**src/rtl/sfqd_pkg.sv**
```systemverilog
// ----------------------------------------------------------------------------
// sfqd_pkg: shared types and constants of the fair queueing scheduler
// Holds the entry layout, controller states and control/status bundles.
// ----------------------------------------------------------------------------
package sfqd_pkg;

    localparam int QUEUE_ENTRIES_DEF = 64;
    localparam int NUM_CLASSES       = 8;
    localparam int CLASS_SLOTS       = 8;
    localparam int COST_SHIFT_UNIT   = 1024;
    localparam int DIV_STEPS         = 32;
    localparam int DIVISOR_W         = 27;
    localparam logic [7:0] DEPTH_RESET = 8'd1;

    localparam logic OP_ENQ = 1'b0;
    localparam logic OP_DEQ = 1'b1;

    typedef struct packed {
        logic [31:0] start;
        logic [31:0] finish;
        logic [31:0] seq;
        logic [2:0]  cls;
        logic [15:0] tag;
    } entry_t;

    typedef enum logic [2:0] {
        ST_IDLE,
        ST_SCAN,
        ST_DRAIN,
        ST_DIV,
        ST_DONE
    } state_t;

    typedef struct packed {
        logic load;
        logic scan_step;
        logic div_step;
        logic commit;
    } ctrl_cmd_t;

    typedef struct packed {
        logic is_enq;
        logic class_ok;
        logic free_found;
        logic scan_last;
        logic div_last;
        logic out_free;
    } ctrl_sts_t;

endpackage

```
**src/rtl/sfqd_ctrl.sv**
```systemverilog
// ----------------------------------------------------------------------------
// sfqd_ctrl: scheduler sequencer
// Steps each request through the queue scan, the cost divide of a stored enqueue and the commit.
// ----------------------------------------------------------------------------
module sfqd_ctrl (
    input  logic                aclk,
    input  logic                aresetn,
    input  logic                s_valid,
    output logic                s_ready,
    input  sfqd_pkg::ctrl_sts_t sts,
    output sfqd_pkg::ctrl_cmd_t cmd
);
    import sfqd_pkg::*;

    state_t state_reg, state_next;

    always_ff @(posedge aclk) begin
        if (!aresetn) begin
            state_reg <= ST_IDLE;
        end else begin
            state_reg <= state_next;
        end
    end

    always_comb begin
        state_next = state_reg;
        cmd        = '0;
        s_ready    = 1'b0;
        unique case (state_reg)
            ST_IDLE: begin
                s_ready = 1'b1;
                if (s_valid) begin
                    cmd.load   = 1'b1;
                    state_next = ST_SCAN;
                end
            end
            ST_SCAN: begin
                cmd.scan_step = 1'b1;
                if (sts.scan_last) begin
                    state_next = ST_DRAIN;
                end
            end
            ST_DRAIN: begin
                // The last entry read is compared at the end of this cycle.
                if (sts.is_enq && sts.class_ok && sts.free_found) begin
                    state_next = ST_DIV;
                end else begin
                    state_next = ST_DONE;
                end
            end
            ST_DIV: begin
                cmd.div_step = 1'b1;
                if (sts.div_last) begin
                    state_next = ST_DONE;
                end
            end
            ST_DONE: begin
                if (sts.out_free) begin
                    cmd.commit = 1'b1;
                    state_next = ST_IDLE;
                end
            end
            default: state_next = ST_IDLE;
        endcase
    end
endmodule

```
**config.mk**
```make
export PLATFORM = sky130hd
export DESIGN_NAME = sfqd_ctrl
export DESIGN_NICKNAME = d
export VERILOG_FILES = /design/src/rtl/sfqd_pkg.sv /design/src/rtl/sfqd_ctrl.sv
export SDC_FILE = /design/constraint.sdc
export NUM_CORES = 1
export LEC_CHECK = 0
export BUFFER_PORTS_ARGS = -buffer_cell sky130_fd_sc_hd__buf_2
export CORE_AREA = 3 3 40 42
export CTS_BUF_LIST = sky130_fd_sc_hd__clkbuf_8 sky130_fd_sc_hd__clkbuf_16
export DETAILED_ROUTE_END_ITERATION = 16
export DIE_AREA = 0 0 43 45
export SETUP_SLACK_MARGIN = 0.1
export SLEW_MARGIN = 20
export SYNTH_ARGS = -nofsm -noshare
export SYNTH_HDL_FRONTEND = slang
export SYNTH_SLANG_ARGS = --single-unit
```
**constraint.sdc**
```tcl
create_clock -name aclk -period 3 [get_ports aclk]
set_input_delay 0.15 -clock aclk [delete_from_list [all_inputs] [get_ports aclk]]
set_output_delay 0.15 -clock aclk [all_outputs]
set_load 0.02 [all_outputs]
```
## Yosys cells after proc, flatten, opt, wreduce, memory -nomap -nowiden

Index checks and enable logic that the tools add are counted.

| operators by class | value |
|---|---|
| reduce and logical (&&, ||, !) cells | 4 |
| eq/ne operators | 8 |
| mux-type cells | 13 |

Operator list:

| operator | count |
|---|---|
| $mux W3 | 5 |
| $pmux W3 S5 | 1 |
| $ne A2 B2 Y1 const B | 4 |
| $mux W1 | 7 |
| $eq A3 B2 Y1 const B | 2 |
| $reduce_and A4 Y1 | 1 |
| $eq A3 B1 Y1 const B | 1 |
| $eq A3 B3 Y1 const B | 1 |
| $logic_not A3 Y1 | 1 |
| $logic_and A1 B1 Y1 | 2 |

| storage, ports and cells | value |
|---|---|
| output and inout port bits | 5 |
| register bits after elaboration | 3 |
| bits of input ports | 9 |
| word-level logic and storage cells | 26 |

## Depth between registers and ports, before layout

| depth | value |
|---|---|
| depth in word-level cells | 4 |
| gate-level depth with buffers | 3 |
| depth with buffers taken out | 3 |

## Worst setup path after synthesis

OpenSTA, ideal clock, no wires.

| path | value |
|---|---|
| path type | reg2out |
| start | register state_reg[1] |
| end | output cmd[3] (netlist name) |
| path slack | 1.653 ns |
| arrival time | 1.197 ns |
| data required time | 2.850 ns |
| cell stages (with the launch flop) | 4 |
| path through | dfxtp_1 > or2_4 > nor2_1 > and2_1 |

RTL lines:

| element | RTL line | source |
|---|---|---|
| start, declared | sfqd_ctrl.sv:15 | `state_t state_reg, state_next;` |
| start signal, assigned | sfqd_ctrl.sv:21 | `state_reg <= state_next;` |
| end, declared | sfqd_ctrl.sv:11 | `output sfqd_pkg::ctrl_cmd_t cmd` |

==> results.yml <==
drt:
  routed_via_density: 4.32
  drtPass1Iterations: 4
  drt_first_iter_violations: 4
  drc: 0
  ant_nets: 0
  vias: 255
  wirelength_um: 560
  drt-wirelength-per-cell_um: 9.49
cells_and_area:
  final_common_cell: "buf_2"
  num_antenna_cells: 0
  area_delta_synth_final_pct: 62.8
  fin_util_pct: 26.0
  layout_common_cells: "13 x buf_2, 4 x inv_1, 4 x nor2_1, 3 x clkbuf_8, 3 x dfxtp_1"
  fin_area_um2: 334
  drive_gt1_share_pct: 43.2
  largest_reg_flops: 3
  layout.nets: 54
  fill_cells: 149
flow_run:
  drv_cap: 0
floorplan:
  fp-row-count: 13
  dieArea_um2: 1940
  ioPinCount: 14
  die_h_um: 45
  start_util_pct: 16.0
  core_area_um2: 1280
  fp.dieW_um: 43
critical_path:
  max_stage_delay_ns: 0.34
  cp.arrival_ns: 1.21
  worst-path-stages: 4
  crit_type: "reg -> out"
  worst-path-buf-inv: 1
  reg2reg_depth: 3
  slowest_stage: "dfxtp_1"
  cp-end-kind: "output pin"
  cp.required_ns: 2.85
  path_cells: "or2_4 > nor2_1 > and2_1 > buf_2"
  cp_top_family: "simple AND/OR/NAND/NOR gates"
  critPathLaunchType: "register"
  cp_max_fo: 7
sta:
  setup_tns_ns: 0
  setup_viol: 0
  rsz0062_at_grt: "no"
  slew_violations: 0
  min_period_ns: 1.36
  finalCritPeriodShare_pct: 45.5
  fin_ws_ns: 1.64
  timing.hold.ws_ns: 0.189
  tightestPinTransition_ns: 0.281
  hold_violations: 0
  slew_headroom_pct: 81.1
  clock_skew_ns: 0.00255
  max_freq_mhz: 733
clock_tree:
  post-cts-setup-buffers: 0
  ctsResizeCount: 0
  htree_num_levels: 1
  cts_buffers: 3
  clk_pin_slew_worst_paths_ns: 0.03
  clkSinkCount: 3
  cts_tree: "yes"
  clk_latency_ns: 0.22
  cts_hold_repair.buffers: 0
  root_buffer: "clkbuf_8"
  clock_path_buffers: 2
global_route:
  antenna_found_initial: 0
  grt_overflow: 0
  grt_pass1_wl_um: 848
  grt_pass1_vias: 219
  grt_max_degree: 8
  grtUsageTotal_pct: 7.14
synthesis:
  yosysTopAreaCellShare_pct: 29.3
  synth_area_um2: 205
  ys.warnings.count: 0
  ys_ff_latch: 3
  avgSynthCellArea_um2: 7.60
  ys_types: 17
  yosysTopAreaCell: "dfxtp_1"
  synth_area_leaders: "dfxtp_1 29%, nor2_1 7.3%, nand2b_1 6.1%"
  synthesis.instances: 27
  seq_area_frac_synth_pct: 29.3
  synth_nets: 36
pwr:
  p_int_mw: 0.153
  power.switching_mw: 0.0594
  power_density_nw_per_um2: 635
  ir_drop_mv: 0.181
  p_sw_share_pct: 28.0
  seq_power_share_pct: 23.0
  p_comb_share_pct: 22.7
  clkPwrFrac_pct: 54.3
  p_leak_nw: 0.153
place:
  pre_cts_slack_ns: 1.78
  place.port_buffers: 13
  placed_cell_area_um2: 289
  dp_hpwl_um: 449
  gp_congestion: 0.640
min_path:
  min_path_type: "in -> reg"
  min_delay_path_depth: 3
outcome:
  outcome: "finished, final reports clean"
==> cell families after synthesis <==
logic type             after synthesis  synth area share [%]
and+or+nand+nor                     14                  38.4
muxes                                1                  5.49
AOI/OAI and AO/OA                    6                  21.3
DFF                                  3                  29.3
buffers and inverters                3                  5.49
==> power by group through the flow <==
stage	Sequential, mW	Clock [mW]	Combinational (mW)
global placement	0.0493	0	0.0483
floorplan	0.0482	0	0.0324
CTS	0.0488	0.118	0.0487
global route	0.0497	0.124	0.0526
detailed placement	0.0494	0	0.0486
finish	0.0488	0.115	0.0482
==> cells in the mapped netlist (all sizes together) <==
cell    n
a211oi  1
a21boi  1
a311oi  1
and2    2
dfxtp   3
inv     3
mux2    1
nand2   2
nand2b  2
nand4   1
nand4b  1
nor2    4
o21ai   2
o32a    1
or2     1
or3     1
==> per-layer routing <==
metal / vias to the layer above / routed length (µm) / global-route usage (%)
met5: - / 0 / 0
met2: 11 / 270 / 10.8
met1: 111 / 205 / 4.78
li1: 129 / - / -
met4: 0 / 23 / 9.04
met3: 4 / 60 / 5.98
==> final cells by class <==
| cell class | count | area, µm² | area share [%] |
|---|---|---|---|
| clock buffers | 3 | 41.3 | 12.4 |
| flip-flops and latches | 3 | 60.1 | 18.0 |
| multi-input cells | 21 | 134 | 40.1 |
| inverters | 3 | 11.3 | 3.37 |
| clock inverters | 1 | 3.75 | 1.12 |
| repair buffers | 13 | 65.1 | 19.5 |
| well taps | 15 | 18.8 | 5.62 |
==> final timing paths <==
path / to / from / slack [ns]
setup / recovery: cmd[3] / state_reg[1] / 1.64
hold / removal: state_reg[1] / sts[2] / 0.19
setup reg to reg: state_reg[0] / state_reg[2] / 1.78
hold reg to reg: state_reg[2] / state_reg[1] / 0.56
==> tightest hold or removal path: cells and delay by family <==
family	cells	cell delay [ns]
AOI/OAI and AO/OA	1	0.06
buffers and inverters	2	0.15
==> per-stage QoR <==
stage	cells	power (mW)
floorplan	27	0.0806
global placement	55	0.0977
detailed placement	55	0.0980
CTS	59	0.215
global route	59	0.227
finish	59	0.212
Power figures use the tool's default switching activity.
